==> config.mk <==
export PLATFORM = sky130hd
export DESIGN_NAME = hbp_fifo
export DESIGN_NICKNAME = d
export VERILOG_FILES = /design/src/design/hbp_pkg.sv /design/src/design/hbp_fifo.sv
export SDC_FILE = /design/constraint.sdc
export NUM_CORES = 1
export LEC_CHECK = 0
export ABC_CLOCK_PERIOD_IN_PS = 3100
export BUFFER_PORTS_ARGS = -buffer_cell sky130_fd_sc_hd__buf_2
export CORE_UTILIZATION = 39
export DETAILED_ROUTE_END_ITERATION = 7
export PLACE_DENSITY = 0.65
export SLEW_MARGIN = 15
export SYNTH_ARGS = -nofsm -noshare
export SYNTH_HDL_FRONTEND = slang
export SYNTH_SLANG_ARGS = --single-unit
export TNS_END_PERCENT = 1
==> constraint.sdc <==
create_clock -name clk_i -period 3.1 [get_ports clk_i]
set_input_delay 0.62 -clock clk_i [delete_from_list [all_inputs] [get_ports clk_i]]
set_output_delay 0.62 -clock clk_i [all_outputs]
set_load 0.01 [all_outputs]
==> src/design/hbp_pkg.sv <==
// ----------------------------------------------------------------------------
// hbp_pkg
// Shared types, codes and helpers for the hybrid branch predictor.
// ----------------------------------------------------------------------------
package hbp_pkg;

  localparam int CtrW     = 2;
  localparam int CfgIdxW  = 3;
  localparam int CfgDataW = 4;
  localparam int ModeW    = 2;

  localparam logic [ModeW-1:0] MODE_BIMODAL = 2'd0;
  localparam logic [ModeW-1:0] MODE_GSHARE  = 2'd1;
  localparam logic [ModeW-1:0] MODE_HYBRID  = 2'd2;

  localparam logic [CfgIdxW-1:0] CFG_MODE         = 3'd0;
  localparam logic [CfgIdxW-1:0] CFG_GSHARE_BITS  = 3'd1;
  localparam logic [CfgIdxW-1:0] CFG_HISTORY_BITS = 3'd2;
  localparam logic [CfgIdxW-1:0] CFG_BIMODAL_BITS = 3'd3;
  localparam logic [CfgIdxW-1:0] CFG_CHOOSER_BITS = 3'd4;

  localparam logic [CfgDataW-1:0] RST_GSHARE_BITS  = 4'd14;
  localparam logic [CfgDataW-1:0] RST_HISTORY_BITS = 4'd8;
  localparam logic [CfgDataW-1:0] RST_BIMODAL_BITS = 4'd14;
  localparam logic [CfgDataW-1:0] RST_CHOOSER_BITS = 4'd14;

  localparam logic [CtrW-1:0] CTR_WEAK_TAKEN   = 2'd2;
  localparam logic [CtrW-1:0] CHOOSE_WEAK_BIM  = 2'd1;
  localparam logic [CtrW-1:0] CTR_MAX          = 2'd3;
  localparam logic [CtrW-1:0] CTR_MIN          = 2'd0;

  typedef logic [CtrW-1:0] ctr_t;

  function automatic ctr_t sat_train(input ctr_t c, input logic up);
    ctr_t r;
    r = c;
    if (up) begin
      if (c != CTR_MAX) r = c + ctr_t'(1);
    end else begin
      if (c != CTR_MIN) r = c - ctr_t'(1);
    end
    return r;
  endfunction

  function automatic logic ctr_high(input ctr_t c);
    return c[CtrW-1];
  endfunction

endpackage

==> src/design/hbp_fifo.sv <==
// ----------------------------------------------------------------------------
// hbp_fifo
// Two-entry queue between the index front end and the table back end.
// ----------------------------------------------------------------------------
module hbp_fifo import hbp_pkg::*; #(
  parameter int DATA_W = 8
) (
  input  logic              clk_i,
  input  logic              rst_ni,
  input  logic              push_i,
  input  logic [DATA_W-1:0] wdata_i,
  input  logic              pop_i,
  output logic [DATA_W-1:0] rdata_o,
  output logic              full_o,
  output logic              empty_o
);

  logic [DATA_W-1:0] mem_q [2];
  logic              wr_ptr_q, rd_ptr_q;
  logic [1:0]        count_q, count_d;

  always_ff @(posedge clk_i) begin
    if (push_i) mem_q[wr_ptr_q] <= wdata_i;
  end

  always_comb begin
    count_d = count_q;
    if (push_i && !pop_i) count_d = count_q + 2'd1;
    if (pop_i && !push_i) count_d = count_q - 2'd1;
  end

  always_ff @(posedge clk_i or negedge rst_ni) begin
    if (!rst_ni) begin
      wr_ptr_q <= 1'b0;
      rd_ptr_q <= 1'b0;
      count_q  <= '0;
    end else begin
      if (push_i) wr_ptr_q <= ~wr_ptr_q;
      if (pop_i) rd_ptr_q <= ~rd_ptr_q;
      count_q <= count_d;
    end
  end

  assign rdata_o = mem_q[rd_ptr_q];
  assign full_o  = count_q[1];
  assign empty_o = (count_q == 2'd0);

endmodule

==> metrics.md <==
| Metric | Value |
|---|---|
| Num ports | 22 |
| Core area | 1764 µm² |
| Least-Margin Pin Slew | 0.6407 ns |
| DR WL/cell | ~12 µm |
| Vias in the first global route | 386 |
| Final-report setup violation count | 0 |
| Synth Area in XOR/XNOR | 0.05814 |
| Area grow syn2layout | 20.93% |
| # diodes | 0 |
| Synth Net Count | 53 |
| Antenna violations before repair | 0 |
| Fmax achieved | 497.9 MHz |
| Yosys reg bits | 20 |
| Synth unique cells | 10 |
| Dominant cell type by area after synthesis | edfxtp_1 |
| Congestion Overflow GR | 0 |
| Max Cap Viol | 0 |
| Simple-gate area share of the yosys netlist | 0.02326 |
| Fraction of power consumed by combinational cells | 0.283 |
| P per Cell Area | 817.8 nW/µm² |
| Total power | approximately 0.74 mW |
| Setup CP Type | reg -> out |
| Worst slew margin | 0.5713 |
| Clock power frac | 0.160 |
| Antenna-violating nets left | 0 |
| Busiest grt layer | met2 |
| Synthesized area | around 750 µm² |
| Die Y | 45.95 µm |
| Setup Skew | 0.006471 ns |
| Total Routed Length | ~1100 µm |
| Arr. time, crit path | 1.39 ns |
| Critical Path Stages | 2 |
| Sequential Power Share | 0.558 |
| First-pass GRT wire length | 1642 µm |
| Clock Pin Slew Worst Setup and Hold Paths | 0.11 ns |
| GRT Util Overall | 0.1188 |
| CP Capture Type | primary output |
| Cell Chain, Critical Path | mux2_2, buf_2 |
| Starting Density | 0.4270 |
| Crit path required time | between 2 and 2.5 ns |
| VDD IR max | 0.4000 mV |
| Via density | 4.371 |
| Fin. Hold Viols | 0 |
| Setup bufs post-CTS | 0 |
| RD Place Congestion | 0.6771 |
| CTS buffer count | 3 |
| Largest net degree at the start of global routing | 12 |
| Full die area | about 2100 µm² |
| Detailed router's first-iteration violation count | 1 |
| Final Cycle Share | 0.6479 |
| Sequential-to-total area share from yosys stat | 0.7708 |
| Skew-Pair Late Insertion Delay | 0.29 ns |
| M1 GR Usage | 0.1384 |
| Worst path slowest cell | dfrtp_1 |
| Max-slew violation count | 0 |
| Clk sink count | 20 |
| Internal power | ~0.52 mW |
| Adder-cell share of the synthesized area | 0.01661 |
| Post-CTS Resized | 0 |
| CTS tree | done |
| Compound-Gate Fraction of Synth Area | 0 |
| Sw Ratio | 0.2952 |
| Final Instance Count excl. Fillers | 89 |
| Main combinational cell family by area after synthesis | multiplexers |
| Synthesis Warnings | 0 |
| Crit path time final | 2.008 ns |
| Synth top area share | 0.6379 |
| Worst r2r dst | mem_q[0][0] |
| Die X | 45.95 µm |
| Top Family by Delay on Critical Path | flip-flops |
| DRT Pass-1 Iters | 2 |
| Met2 Track Usage GR | 0.1915 |
| RSZ-0062 raised after global routing | false |
| Worst Hold Class | in -> async |
| H-tree depth | 1 |
| Final TNS setup | 0 ns |
| Clk buf depth | 2 |
| Via count | 389 |
| Worst R2R Path Depth | 1 |
| CP startpoint kind | flop |
| Worst flop-to-flop path startpoint | wr_ptr_q |
| Hold buffers post-CTS | 0 |
| Hold_ws | between 0.1 and 0.15 ns |
| Synth Instances | 40 |
| Crit-path max FO | 9 |
| Crit path largest cell delay | 0.58 ns |
| Drt drc | 0 |
| Mapped Avg Cell Area | 18.83 µm² |
| Worst reg-to-reg setup slack | 1.83 ns |
| Met3 Use GR | 0.04762 |
| IO Port Bufs | 21 |
| Site row count | 15 |
| Mux cell area share after synthesis | 0.1196 |
| Final HPWL DP | between 700 and 800 µm |
| Placed cells | 85 |
| CTS Root Cell | clkbuf_4 |
| Lkg Pwr | 0.3660 nW |
| Share of cells above drive strength 1 | 0.5000 |
| Net Sw Power | 0.2199 mW |
| Main area contributors after synthesis | edfxtp_1 64%, dfrtp_1 13%, mux2_2 12%, xor2_1 3.5%, xnor2_1 2.3% |
| NumNets Final | 78 |
| Status | completed |
| Buf/Inv on CP | 1 |
==> kinds of logic after synthesis <==
kind of cell               after synthesis
xor gates and xnor gates                 5
DFF                                     20
adders and majority gates                1
muxes                                    8
and+or+nand+nor                          4
buffers and inverters                    2
==> worst max path at each step <==
| stage | start | to | slack [ns] |
|---|---|---|---|
| 3_3_place_gp | rd_ptr_q | rdata_o[5] | 1.41 |
| 2_1_floorplan | rd_ptr_q | rdata_o[0] | 1.62 |
| 6_report | rd_ptr_q | rdata_o[0] | 1.09 |
| 5_1_grt | rd_ptr_q | rdata_o[1] | 0.99 |
| 3_5_place_dp | rd_ptr_q | rdata_o[0] | 1.39 |
| 4_1_cts | rd_ptr_q | rdata_o[0] | 1.05 |
==> flip-flops by register name, summed over array words and instances, names as in the netlist <==
| register | flops |
|---|---|
| wr_ptr_q | 1 |
| rd_ptr_q | 1 |
| count_q | 2 |
| mem_q | 16 |
==> layer usage <==
layer / wire length, µm / up-vias
met1: 452 / 183
met5: 0 / -
met3: 48 / 0
met2: 549 / 13
met4: 0 / 0
li1: - / 193
==> placed cells by master (no fill, tap or decap) <==
master / Yosys / layout
and2_1: 1 / 1
buf_2: 1 / 21
clkbuf_4: 0 / 3
clkinv_1: 0 / 1
dfrtp_1: 4 / 4
edfxtp_1: 16 / 16
ha_1: 1 / 1
inv_1: 1 / 1
mux2_2: 8 / 8
nor2_1: 3 / 3
xnor2_1: 2 / 2
xor2_1: 3 / 3
==> stage by stage <==
step / worst slack [ns] / util / area (µm²)
2_1_floorplan: 1.623 / - / 753.2
3_3_place_gp: 1.413 / 0.5014 / 884.6
3_5_place_dp: 1.394 / 0.5014 / 884.6
4_1_cts: 1.049 / 0.5163 / 910.9
5_1_grt: 0.9926 / 0.5163 / 910.9
6_report: 1.092 / 0.5163 / 910.9
==> cells in the mapped netlist, drive strengths merged <==
| library cell | count |
|---|---|
| nor2 | 3 |
| xor2 | 3 |
| dfrtp | 4 |
| mux2 | 8 |
| buf | 1 |
| edfxtp | 16 |
| xnor2 | 2 |
| and2 | 1 |
| inv | 1 |
| ha | 1 |
==> area by class of cell <==
class | count | area (µm²)
Inverter | 1 | 3.754
Multi-Input combinational cell | 18 | 163.9
Sequential cell | 20 | 580.6
Fill cell | 174 | 853.3
Timing Repair Buffer | 21 | 105.1
Tap cell | 25 | 31.28
Clock inverter | 1 | 3.754
Clock buffer | 3 | 22.52
==> power groups by stage <==
stage               combinational [mW]  clock, mW  sequential [mW]
global route                     0.232      0.135            0.426
global placement                 0.210          0            0.420
detailed placement               0.213          0            0.422
CTS                              0.215      0.126            0.418
floorplan                        0.158          0            0.396
finish                           0.211      0.119            0.415
No activity file was read; power rests on OpenSTA's default activity.
