[config.mk]
export PLATFORM = sky130hd
export DESIGN_NAME = hbp_front
export DESIGN_NICKNAME = d
export VERILOG_FILES = /design/src/design/hbp_pkg.sv /design/src/design/hbp_front.sv
export SDC_FILE = /design/constraint.sdc
export NUM_CORES = 1
export LEC_CHECK = 0
export BUFFER_PORTS_ARGS = -buffer_cell sky130_fd_sc_hd__buf_2
export CAP_MARGIN = 20
export CORE_ASPECT_RATIO = 0.9
export CORE_UTILIZATION = 53
export CTS_CLUSTER_DIAMETER = 200
export DETAILED_ROUTE_END_ITERATION = 8
export PLACE_DENSITY = 0.79
export REMOVE_ABC_BUFFERS = 1
export SETUP_SLACK_MARGIN = 0.5
export SLEW_MARGIN = 20
export SYNTH_ARGS = -nofsm -noshare
export SYNTH_HDL_FRONTEND = slang
export SYNTH_SLANG_ARGS = --single-unit
[constraint.sdc]
create_clock -name clk_i -period 6.5 [get_ports clk_i]
set_input_delay 0.65 -clock clk_i [delete_from_list [all_inputs] [get_ports clk_i]]
set_output_delay 0.65 -clock clk_i [all_outputs]
set_load 0.01 [all_outputs]
[src/design/hbp_pkg.sv]
// ----------------------------------------------------------------------------
// hbp_pkg
// Shared types, codes and helpers for the hybrid branch predictor.
// ----------------------------------------------------------------------------
package hbp_pkg;

  localparam int CtrW     = 2;
  localparam int CfgIdxW  = 3;
  localparam int CfgDataW = 4;
  localparam int ModeW    = 2;

  localparam logic [ModeW-1:0] MODE_BIMODAL = 2'd0;
  localparam logic [ModeW-1:0] MODE_GSHARE  = 2'd1;
  localparam logic [ModeW-1:0] MODE_HYBRID  = 2'd2;

  localparam logic [CfgIdxW-1:0] CFG_MODE         = 3'd0;
  localparam logic [CfgIdxW-1:0] CFG_GSHARE_BITS  = 3'd1;
  localparam logic [CfgIdxW-1:0] CFG_HISTORY_BITS = 3'd2;
  localparam logic [CfgIdxW-1:0] CFG_BIMODAL_BITS = 3'd3;
  localparam logic [CfgIdxW-1:0] CFG_CHOOSER_BITS = 3'd4;

  localparam logic [CfgDataW-1:0] RST_GSHARE_BITS  = 4'd14;
  localparam logic [CfgDataW-1:0] RST_HISTORY_BITS = 4'd8;
  localparam logic [CfgDataW-1:0] RST_BIMODAL_BITS = 4'd14;
  localparam logic [CfgDataW-1:0] RST_CHOOSER_BITS = 4'd14;

  localparam logic [CtrW-1:0] CTR_WEAK_TAKEN   = 2'd2;
  localparam logic [CtrW-1:0] CHOOSE_WEAK_BIM  = 2'd1;
  localparam logic [CtrW-1:0] CTR_MAX          = 2'd3;
  localparam logic [CtrW-1:0] CTR_MIN          = 2'd0;

  typedef logic [CtrW-1:0] ctr_t;

  function automatic ctr_t sat_train(input ctr_t c, input logic up);
    ctr_t r;
    r = c;
    if (up) begin
      if (c != CTR_MAX) r = c + ctr_t'(1);
    end else begin
      if (c != CTR_MIN) r = c - ctr_t'(1);
    end
    return r;
  endfunction

  function automatic logic ctr_high(input ctr_t c);
    return c[CtrW-1];
  endfunction

endpackage

[src/design/hbp_front.sv]
// ----------------------------------------------------------------------------
// hbp_front
// Configuration registers, global history and table index generation.
// ----------------------------------------------------------------------------
module hbp_front import hbp_pkg::*; #(
  parameter int MAX_GSHARE_BITS  = 14,
  parameter int MAX_BIMODAL_BITS = 14,
  parameter int MAX_CHOOSER_BITS = 14
) (
  input  logic                        clk_i,
  input  logic                        rst_ni,
  input  logic                        cfg_we_i,
  input  logic [CfgIdxW-1:0]          cfg_idx_i,
  input  logic [CfgDataW-1:0]         cfg_data_i,
  input  logic                        push_i,
  input  logic [31:0]                 branch_pc_i,
  input  logic                        taken_i,
  output logic [MAX_GSHARE_BITS-1:0]  gidx_o,
  output logic [MAX_BIMODAL_BITS-1:0] bidx_o,
  output logic [MAX_CHOOSER_BITS-1:0] cidx_o,
  output logic [ModeW-1:0]            mode_o
);

  localparam int GW = $clog2(MAX_GSHARE_BITS + 1);
  localparam int BW = $clog2(MAX_BIMODAL_BITS + 1);
  localparam int KW = $clog2(MAX_CHOOSER_BITS + 1);

  logic [ModeW-1:0]            mode_q;
  logic [CfgDataW-1:0]         gsh_bits_q, hist_bits_q, bim_bits_q, cho_bits_q;
  logic [MAX_GSHARE_BITS-1:0]  history_q, history_d;
  logic [GW-1:0]               m1, n;
  logic [BW-1:0]               m2;
  logic [KW-1:0]               k;
  logic [MAX_GSHARE_BITS-1:0]  g_mask, h_mask, hist, g_word;
  logic [MAX_BIMODAL_BITS-1:0] b_mask;
  logic [MAX_CHOOSER_BITS-1:0] c_mask;

  always_ff @(posedge clk_i or negedge rst_ni) begin
    if (!rst_ni) begin
      mode_q      <= MODE_HYBRID;
      gsh_bits_q  <= RST_GSHARE_BITS;
      hist_bits_q <= RST_HISTORY_BITS;
      bim_bits_q  <= RST_BIMODAL_BITS;
      cho_bits_q  <= RST_CHOOSER_BITS;
      history_q   <= '0;
    end else begin
      if (cfg_we_i) begin
        case (cfg_idx_i)
          CFG_MODE:         mode_q      <= cfg_data_i[ModeW-1:0];
          CFG_GSHARE_BITS:  gsh_bits_q  <= cfg_data_i;
          CFG_HISTORY_BITS: hist_bits_q <= cfg_data_i;
          CFG_BIMODAL_BITS: bim_bits_q  <= cfg_data_i;
          CFG_CHOOSER_BITS: cho_bits_q  <= cfg_data_i;
          default: ;
        endcase
      end
      history_q <= history_d;
    end
  end

  // clamp index widths to 1..max
  always_comb begin
    if (gsh_bits_q == '0) begin
      m1 = GW'(1);
    end else if (32'(gsh_bits_q) > MAX_GSHARE_BITS) begin
      m1 = GW'(MAX_GSHARE_BITS);
    end else begin
      m1 = GW'(gsh_bits_q);
    end
    if (32'(hist_bits_q) > 32'(m1)) begin
      n = m1;
    end else begin
      n = GW'(hist_bits_q);
    end
    if (bim_bits_q == '0) begin
      m2 = BW'(1);
    end else if (32'(bim_bits_q) > MAX_BIMODAL_BITS) begin
      m2 = BW'(MAX_BIMODAL_BITS);
    end else begin
      m2 = BW'(bim_bits_q);
    end
    if (cho_bits_q == '0) begin
      k = KW'(1);
    end else if (32'(cho_bits_q) > MAX_CHOOSER_BITS) begin
      k = KW'(MAX_CHOOSER_BITS);
    end else begin
      k = KW'(cho_bits_q);
    end
  end

  assign g_mask = {MAX_GSHARE_BITS{1'b1}} >> (GW'(MAX_GSHARE_BITS) - m1);
  assign h_mask = {MAX_GSHARE_BITS{1'b1}} >> (GW'(MAX_GSHARE_BITS) - n);
  assign b_mask = {MAX_BIMODAL_BITS{1'b1}} >> (BW'(MAX_BIMODAL_BITS) - m2);
  assign c_mask = {MAX_CHOOSER_BITS{1'b1}} >> (KW'(MAX_CHOOSER_BITS) - k);
  assign hist   = history_q & h_mask;
  assign g_word = branch_pc_i[2 +: MAX_GSHARE_BITS];

  assign gidx_o = (g_word & g_mask) ^ (hist << (m1 - n));
  assign bidx_o = branch_pc_i[2 +: MAX_BIMODAL_BITS] & b_mask;
  assign cidx_o = branch_pc_i[2 +: MAX_CHOOSER_BITS] & c_mask;
  assign mode_o = mode_q;

  // history shifts in the outcome at the top of the n-bit window
  always_comb begin
    history_d = history_q;
    if (push_i && mode_q != MODE_BIMODAL && n != '0) begin
      history_d = (hist >> 1) | (MAX_GSHARE_BITS'(taken_i) << (n - GW'(1)));
    end
  end

endmodule

==> out/results.tsv, run 1 <==
metric	value	unit
status	finished, final reports clean	
synth_flop_cell	dfrtp_1	
clock-root-buffer	clkbuf_8	
maxSlewHeadroom	34.9	%
grt_pass1_wl	17800	um
final.period_utilization	89.9	%
layout.cells.most_common_list	69 x buf_2, 57 x nand2_1, 49 x nor2_1	
clkSlewWorstSetupHoldPaths	0.07	ns
gr-usage-met1	39.2	%
clock_skew	0.00483	ns
worstSkewPairLatency	0.29	ns
core.rowCount	28	
finalHoldViolations	0	
share_clk_of_total_power	8.2	%
final_period_minus_worst_setup_slack	5.85	ns
worst_reg2reg_setup_slack	2.08	ns
via_per_inst	6.49	
rsz0062_at_grt	true	
grt_util_all_layers	30.1	%
detail_route.iter0.violations	442	
synth_async_sr_flop_share	100	%
port-buffer-count	69	
first_global_vias	3582	
wirelength	11200	um
category_of_the_worst_setup_path_launch_point	flop	
dr_wl_cell	18.0	um
synthDistinctLibCells	84	
layout.filler_cells	600	
crit_fanout	10	
postLayoutCoreUtil	64.3	%
synth.avg_cell_area	7.90	um2
max_slew.worst_pin.slew	0.977	ns
seq_area_frac_synth	21.8	%
comb_power_share	77.7	%
synth_seq_cells	32	
seq_area	815	um2
cts_made_buffers	5	
grt_most_used_layer	met2	
netSwitchingFraction	53.5	%
yosysWarningCount	0	
antenna_found_initial	0	
final_layout_size_suffix_gt1_share	27.6	%
die_w	90.5	um
cp-startpoint	gsh_bits_q[3]	
drcViolationCount	0	
endpoint	gidx_o[8]	
antenna_violating_nets_post_route	0	
fin_ws	0.655	ns
met2_capacity_usage_during_global_routing	51.6	%
r2r_end	history_q[1]	
gr-usage-met3	4.26	%
max_freq	0.171	GHz
report.final.setup_viol	0	
place_ws	0.870	ns
timing.critical_path.required	5.85	ns
setup-tns-final	0	ns
crit_arrival	5.20	ns
number_of_synthesized_flops_with_an_enable_pin	0	
remaining_global_route_overflow	0	
initial_core_utilization	55.9	%
grt_max_degree	33	
finish.net_count	596	
vdd_ir_drop_max	0.227	mV
p_sw	1.40	mW
synth_area	3740	um2
drv.max_cap_violation_count	0	
clock_sink_count	32	
pwr_cell_area	609	nW/um2
r2r_start	gsh_bits_q[3]	
cts_tree	built	
leakagePower	1.89	nW
antenna_cells	0	
area_grow_syn2layout	15.2	%
die_area	7390	um2
mostFrequentLayoutCell	buf_2	
boundaryPins	88	
worst_setup_ep_type	output pin	
gp_congestion	0.956	
min_path_type	input port to asynchronous set/reset pin	
clock_path_buffers	2	
maxSlewViolCount	0	
fp.dieH	81.7	um
multi_input_area	2740	um2
vias	4036	
internal-power	1.22	mW
worst-setup-path-type	flop to output pin	
h_tree_levels	2	
drt_pre_antenna_iters	5	
dpl.hpwl	8390	um
reg2reg_depth	14	
area_of_the_core	6690	um2
power.sequential.fraction	14.1	%
synthCells	473	
final cells by class:
type,count,area share (%)
well taps,90,2.62
repair buffers,78,9.59
inverters,24,2.18
multi-input cells,390,63.7
flip-flops and latches,32,18.9
clock inverters,1,0.698
clock buffers,7,2.24
cell families after synthesis:
kind of cell,Yosys count,synth area share [%]
adders and majority gates,21,7.03
and+or+nand+nor,178,23.6
DFF,32,21.8
muxes,20,6.63
buffers and inverters,51,6.13
xor gates and xnor gates,20,5.29
AOI/OAI and AO/OA,151,29.6
timing repair:
item / CTS / global route
gates resized for setup: 1 / 7
hold buffers: 0 / 0
pin swaps: 0 / 2
setup buffers: 0 / 9
endpoints found under the setup margin: 1 / 11
worst min path at each step:
stage             startpoint             to  slack (ns)  cells past startpoint
2_1_floorplan         rst_ni  bim_bits_q[0]        0.35                      0
3_3_place_gp   history_q[13]  history_q[13]        0.45                      2
3_5_place_dp   history_q[13]  history_q[13]        0.47                      2
4_1_cts               rst_ni   history_q[6]        0.43                      1
5_1_grt               rst_ni   history_q[6]        0.46                      1
6_report              rst_ni   history_q[6]        0.41                      1
cells in the mapped netlist, types with 5 or more instances:
cell	count	area share [%]
nor2b_1	9	1.5
a211oi_1	8	1.6
dfrtp_1	21	14
mux2_2	14	4.2
dfstp_2	11	7.7
o31ai_1	5	1.0
nor2_1	49	4.9
and3_1	9	1.5
xnor2_1	7	1.6
o21a_1	8	1.6
nand3_1	15	2.0
a21boi_0	7	1.4
nand2_1	57	5.7
o21ai_0	32	4.3
ha_1	21	7.0
clkbuf_1	14	1.4
nor3_1	9	1.2
a21oi_1	18	2.4
inv_1	23	2.3
xor2_1	10	2.3
buf_2	9	1.2
a31oi_1	8	1.3
registers in the layout, summed over array words and instances (netlist names):
signal       cells
bim_bits_q       4
cho_bits_q       4
gsh_bits_q       4
hist_bits_q      4
history_q       14
mode_o           2
power groups by stage:
stage          Clock [mW]  Combinational, mW  Sequential [mW]
2_1_floorplan           0               1.40            0.334
3_3_place_gp            0               1.85            0.359
3_5_place_dp            0               1.89            0.364
4_1_cts             0.216               1.90            0.361
5_1_grt             0.226               2.22            0.375
6_report            0.215               2.04            0.370
per-stage QoR:
step           cells  hold slack, ns  area, um2  power (mW)
6_report         622           0.406       4300        2.62
5_1_grt          622           0.465       4300        2.82
4_1_cts          613           0.430       4190        2.48
3_5_place_dp     605           0.470       4060        2.26
3_3_place_gp     605           0.452       4060        2.21
2_1_floorplan    446           0.354       3600        1.74
per-layer routing:
| metal | vias to the layer above | share of wire [%] |
|---|---|---|
| met1 | 1891 | 42 |
| li1 | 1854 | - |
| met2 | 246 | 45 |
| met5 | - | 0 |
| met3 | 45 | 8.8 |
| met4 | 0 | 3.4 |
critical path, cell delays in order, from the launching register on:
cell,delay [ns]
dfstp_2,0.64
a21bo_2,0.23
nand2_1,0.08
nand2_1,0.16
inv_1,0.11
ha_1,0.31
and4_2,0.34
a2111oi_4,0.42
a31oi_1,0.14
ha_2,0.44
clkinvlp_4,0.23
buf_4,0.22
a311oi_1,0.31
o21ai_2,0.17
a32oi_2,0.36
a21oi_1,0.14
a221oi_2,0.29
xor2_1,0.16
buf_2,0.15
Power figures use the tool's default switching activity.
==> inputs of run 2 (changes only) <==
--- a/config.mk
+++ b/config.mk
@@ -8,6 +8,7 @@
 export BUFFER_PORTS_ARGS = -buffer_cell sky130_fd_sc_hd__buf_2
 export CAP_MARGIN = 20
 export CORE_ASPECT_RATIO = 0.9
+export CORE_MARGIN = 10
 export CORE_UTILIZATION = 53
 export CTS_CLUSTER_DIAMETER = 200
 export DETAILED_ROUTE_END_ITERATION = 8
==> out/results.tsv, run 2 (synthesized netlist as in run 1, its figures left out) <==
metric	value	unit
layout.cells.most_common_list	69 x buf_2, 57 x nand2_1, 49 x nor2_1	
finish.net_count	597	
cts_made_buffers	5	
port-buffer-count	69	
clock_path_buffers	2	
drt_pre_antenna_iters	5	
gp_congestion	0.931	
core.rowCount	28	
max_slew.worst_pin.slew	1.03	ns
placed_cell_area	4060	um2
crit_fanout	10	
largest_register_ffs	14	
die_area	10800	um2
first_global_vias	3560	
final_layout_size_suffix_gt1_share	28.0	%
place_ws	0.818	ns
final.period_utilization	90.3	%
worst_reg2reg_setup_slack	2.16	ns
power.sequential.fraction	14.3	%
setup-tns-final	0	ns
fin_ws	0.632	ns
timing.critical_path.required	5.85	ns
grt_max_degree	33	
dr_wl_cell	18.8	um
clock_sink_count	32	
cts_tree	built	
area_grow_syn2layout	14.5	%
area_of_the_core	6730	um2
netSwitchingFraction	54.6	%
pwr_cell_area	604	nW/um2
worst_setup_ep_type	output pin	
regMostFlops	history_q	
grt_pass1_wl	17900	um
mostFrequentLayoutCell	buf_2	
worst-setup-path-type	flop to output pin	
maxSlewViolCount	0	
drcViolationCount	0	
hold_buffers	0	
detail_route.iter0.violations	617	
category_of_the_worst_setup_path_launch_point	flop	
worstSkewPairLatency	0.29	ns
clkSlewWorstSetupHoldPaths	0.07	ns
share_clk_of_total_power	6.2	%
vias	3997	
dpl.hpwl	8890	um
internal-power	1.17	mW
antenna_cells	0	
clock_skew	0.00647	ns
report.final.setup_viol	0	
drv.max_cap_violation_count	0	
max_freq	0.170	GHz
rsz0062_at_grt	true	
crit_arrival	5.22	ns
boundaryPins	88	
initial_core_utilization	55.6	%
leakagePower	1.87	nW
finalHoldViolations	0	
layout.filler_cells	592	
totalPowerFinal	2.58	mW
status	finished, final reports clean	
via_per_inst	6.42	
fp.dieH	99.7	um
comb_power_share	79.5	%
min_path_type	input port to asynchronous set/reset pin	
final_area	4280	um2
clock-root-buffer	clkbuf_8	
h_tree_levels	2	
p_sw	1.41	mW
grt_util_all_layers	19.8	%
vdd_ir_drop_max	0.251	mV
final_period_minus_worst_setup_slack	5.87	ns
worst_hold_slack	0.417	ns
antenna_violating_nets_post_route	0	
wirelength	11700	um
maxSlewHeadroom	31.6	%
remaining_global_route_overflow	0	
antenna_found_initial	0	
die_w	109	um
==> run 2: power groups by stage <==
stage | Sequential, mW | Combinational [mW] | Clock (mW)
4_1_cts | 0.361 | 1.92 | 0.163
6_report | 0.369 | 2.06 | 0.160
3_3_place_gp | 0.361 | 1.88 | 0
3_5_place_dp | 0.365 | 1.90 | 0
2_1_floorplan | 0.334 | 1.40 | 0
5_1_grt | 0.376 | 2.25 | 0.171
==> run 2: cell type report <==
| class | instances | area [um2] | area share (%) |
|---|---|---|---|
| multi-input cells | 390 | 2740 | 64.1 |
| repair buffers | 79 | 420 | 9.83 |
| flip-flops and latches | 32 | 815 | 19.0 |
| clock inverters | 2 | 10.0 | 0.234 |
| well taps | 90 | 113 | 2.63 |
| inverters | 24 | 93.8 | 2.19 |
| clock buffers | 6 | 82.6 | 1.93 |
==> run 2: path summary, 6_finish.rpt <==
check                         startpoint            end  cells after the start
setup / recovery           gsh_bits_q[3]     gidx_o[13]                     18
hold / removal                    rst_ni      mode_o[0]                      1
setup reg to reg           gsh_bits_q[3]   history_q[9]                     12
hold reg to reg            history_q[13]  history_q[13]                      2
max in group asynchronous         rst_ni   history_q[2]                      1
min in group clk_i         history_q[13]  history_q[13]                      2
==> run 2: timing repair <==
item	4_1_cts	5_1_grt
setup endpoints to repair	1	11
pin swaps	0	2
cloned	0	0
resized for setup	1	8
buffers inserted	0	10
==> run 2: routing by layer <==
metal / up-vias / part of all wire [%] / routed length [um] / GRT usage, %
li1: 1845 / - / - / -
met1: 1882 / 42 / 4920 / 27.5
met2: 228 / 43 / 5090 / 30.6
met3: 42 / 12 / 1360 / 3.48
met4: 0 / 3.0 / 354 / 5.67
met5: - / 0 / 0 / 0
==> run 2: per-stage QoR <==
step | utilization, % | instances
final | 63.6 | 623
after CTS | 61.8 | 613
after global placement | 60.3 | 605
after global routing | 63.6 | 623
after detailed placement | 60.3 | 605
after floorplan | - | 446
==> run 2: worst max-delay path, cell delays in order (launching register included) <==
cell        delay, ns
dfstp_2          0.65
a21bo_2          0.23
nand2_1          0.08
nand2_1          0.15
inv_1            0.11
ha_1             0.30
and4_2           0.34
a2111oi_4        0.42
a31oi_1          0.19
ha_2             0.47
clkinvlp_4       0.23
buf_4            0.21
nor4b_4          0.35
nor3_1           0.09
o21a_1           0.23
mux2_4           0.28
a211oi_2         0.28
xor2_1           0.17
buf_2            0.15
==> inputs of run 3 (changes only) <==
--- a/config.mk
+++ b/config.mk
@@ -5,6 +5,7 @@
 export SDC_FILE = /design/constraint.sdc
 export NUM_CORES = 1
 export LEC_CHECK = 0
+export ABC_AREA = 1
 export BUFFER_PORTS_ARGS = -buffer_cell sky130_fd_sc_hd__buf_2
 export CAP_MARGIN = 20
 export CORE_ASPECT_RATIO = 0.9
@@ -12,7 +13,7 @@
 export CORE_UTILIZATION = 53
 export CTS_CLUSTER_DIAMETER = 200
 export DETAILED_ROUTE_END_ITERATION = 8
-export PLACE_DENSITY = 0.79
+export PLACE_DENSITY = 0.8
 export REMOVE_ABC_BUFFERS = 1
 export SETUP_SLACK_MARGIN = 0.5
 export SLEW_MARGIN = 20
==> out/results.tsv, run 3 <==
metric	value	unit
synth_largest_area_cell	nand3_1	
antenna_cells	0	
rsz0062_at_grt	false	
synthCells	560	
finish.net_count	680	
clock_skew	0.00762	ns
antenna_violating_nets_post_route	0	
die_w	106	um
grt_most_used_layer	met2	
gp_congestion	0.930	
port-buffer-count	69	
layout.cells.most_common_list	134 x nand2_1, 106 x nand3_1, 76 x inv_1	
remaining_global_route_overflow	0	
core.rowCount	28	
first_global_vias	3676	
area_of_the_core	6520	um2
fin_ws	1.72	ns
clock_path_buffers	2	
dpl.hpwl	7850	um
grt_max_degree	33	
gr-usage-met3	4.71	%
totalPowerFinal	2.17	mW
cp_num_cells	17	
post_cts_resized	0	
synth_flop_cell	dfrtp_1	
min_path_type	input port to asynchronous set/reset pin	
h_tree_levels	2	
drcViolationCount	0	
maxSlewHeadroom	53.0	%
final.period_utilization	73.6	%
fp.dieH	97.2	um
critical-path-top-delay-family	simple AND/OR/NAND/NOR gates	
leakagePower	2.17	nW
die_area	10300	um2
drt_pre_antenna_iters	5	
gr-usage-met1	23.7	%
synth.cells.most_frequent	134 x nand2_1, 106 x nand3_1, 76 x inv_1, 39 x nor2_1, 30 x o21ai_0	
boundaryPins	88	
worstPathBufferInverterCount	3	
area_grow_syn2layout	13.6	%
seq_area_frac_synth	23.2	%
via_per_inst	5.43	
report.final.setup_viol	0	
clock-root-buffer	clkbuf_8	
worst_setup_ep_type	output pin	
timing.critical_path.required	5.85	ns
wirelength	9930	um
worstSkewPairLatency	0.30	ns
detail_route.iter0.violations	191	
met2_capacity_usage_during_global_routing	31.4	%
vias	3833	
final_area	3990	um2
worst-setup-path-type	flop to output pin	
grt_util_all_layers	19.0	%
final_layout_size_suffix_gt1_share	20.3	%
cts_setup_buffers	0	
yosysWarningCount	0	
reg2reg_depth	20	
status	finished, final reports clean	
cts_made_buffers	5	
synth_area_leaders	nand3_1 15%, dfrtp_1 15%, nand2_1 14%, dfstp_2 8.2%, inv_1 8.1%	
vdd_ir_drop_max	0.246	mV
final_period_minus_worst_setup_slack	4.78	ns
critical_path.cell_chain	nand2_1 -> o21ai_1 -> nand2_1 -> ha_1 -> nand3_2 -> nand2_8 -> nand2_1 -> nand2_4 -> ha_1 -> inv_1 -> ha_1 -> inv_1 -> nand3_1 -> nand3_1 -> nor2_1 -> xnor2_1 -> buf_2	
pwr_cell_area	544	nW/um2
crit_arrival	4.13	ns
max_stage_delay	0.66	ns
synth.avg_cell_area	6.27	um2
dr_wl_cell	14.1	um
drv.max_cap_violation_count	0	
max_freq	0.209	GHz
synthDistinctLibCells	42	
worst_path_max_delay_cell	dfstp_2	
grt_pass1_wl	16700	um
place_ws	2.06	ns
synth.most_common_cell	nand2_1	
crit_fanout	15	
largest_register_ffs	14	
cts_tree	built	
fraction_of_post_synthesis_cell_area_in_the_top_cell_type_by_area	15.1	%
setup-tns-final	0	ns
clock_sink_count	32	
max_slew.worst_pin.slew	0.704	ns
finalHoldViolations	0	
clkSlewWorstSetupHoldPaths	0.07	ns
synth_area	3510	um2
category_of_the_worst_setup_path_launch_point	flop	
synth_async_sr_flop_share	100	%
antenna_found_initial	0	
synth_seq_cells	32	
initial_core_utilization	53.9	%
number_of_synthesized_flops_with_an_enable_pin	0	
maxSlewViolCount	0	
placed_cell_area	3860	um2
regMostFlops	history_q	
hold_buffers	0	
postLayoutCoreUtil	61.2	%
mostFrequentLayoutCell	nand2_1	
## run 3: cell types whose count changed in the layout (fill, tap and decap cells not counted), sizes merged, moves of 10 or more
cell	before	now
buf	79	69
a21oi	21	6
nand3	15	111
nand2	57	150
inv	23	83
mux2	15	0
xor2	12	2
nor2b	10	0
## run 3: power by group
group | internal (mW) | total, mW | switching [mW]
logic | 0.550 | 1.63 | 1.08
registers | 0.267 | 0.328 | 0.0606
clock network | 0.135 | 0.213 | 0.0782
## run 3: worst register-to-register path: stages (launching register included)
cell	delay, ns
dfstp_2	0.66
nand2_1	0.08
o21ai_1	0.12
nand2_1	0.13
ha_1	0.20
inv_1	0.05
nand2_1	0.04
nand2_1	0.05
nand2_1	0.08
nand2_4	0.12
nand2_8	0.09
nand2_2	0.08
nand2_2	0.10
nand2_1	0.16
nor2_1	0.08
inv_1	0.07
nor2_1	0.06
nor2_2	0.54
inv_2	0.25
a31oi_1	0.21
a22oi_1	0.08
## run 3: path summary, 6_finish.rpt
check,from,endpoint,slack (ns)
worst max-delay path,gsh_bits_q[2],gidx_o[3],1.72
worst min-delay path,rst_ni,history_q[8],0.39
worst max register to register,gsh_bits_q[2],history_q[7],3.15
worst min register to register,history_q[11],history_q[11],0.49
max in group asynchronous,rst_ni,hist_bits_q[1],5.64
min in group clk_i,history_q[11],history_q[11],0.49
## run 3: metal layers
layer	share of wire, %	vias up
li1	-	1940
met4	1.9	0
met5	0	-
met3	5.2	17
met2	48	111
met1	45	1765
## run 3: layout make-up
type                            instances  area [um2]
Sequential cell                        32         815
Fill cell                             662        2530
Tap cell                               90         113
Multi-Input combinational cell        424        2280
Timing Repair Buffer                   69         345
Clock buffer                            7        96.3
Clock inverter                          1        30.0
Inverter                               83         312
## run 3: per-stage QoR
step                      hold WS [ns]  std cells
after global routing             0.465        706
final                            0.394        706
after global placement           0.478        698
after CTS                        0.429        706
after floorplan                  0.354        539
after detailed placement         0.483        698
## run 3: cells by family (layout without fill, tap and decap cells)
group | Yosys count | after routing | synth area share [%]
AO/OA/AOI/OAI | 59 | 59 | 9.90
XOR/XNOR | 5 | 5 | 1.78
adder cells (fa/ha/maj) | 21 | 21 | 7.48
buffers and inverters | 104 | 160 | 11.9
flip-flops | 32 | 32 | 23.2
AND/OR/NAND/NOR | 339 | 339 | 45.7
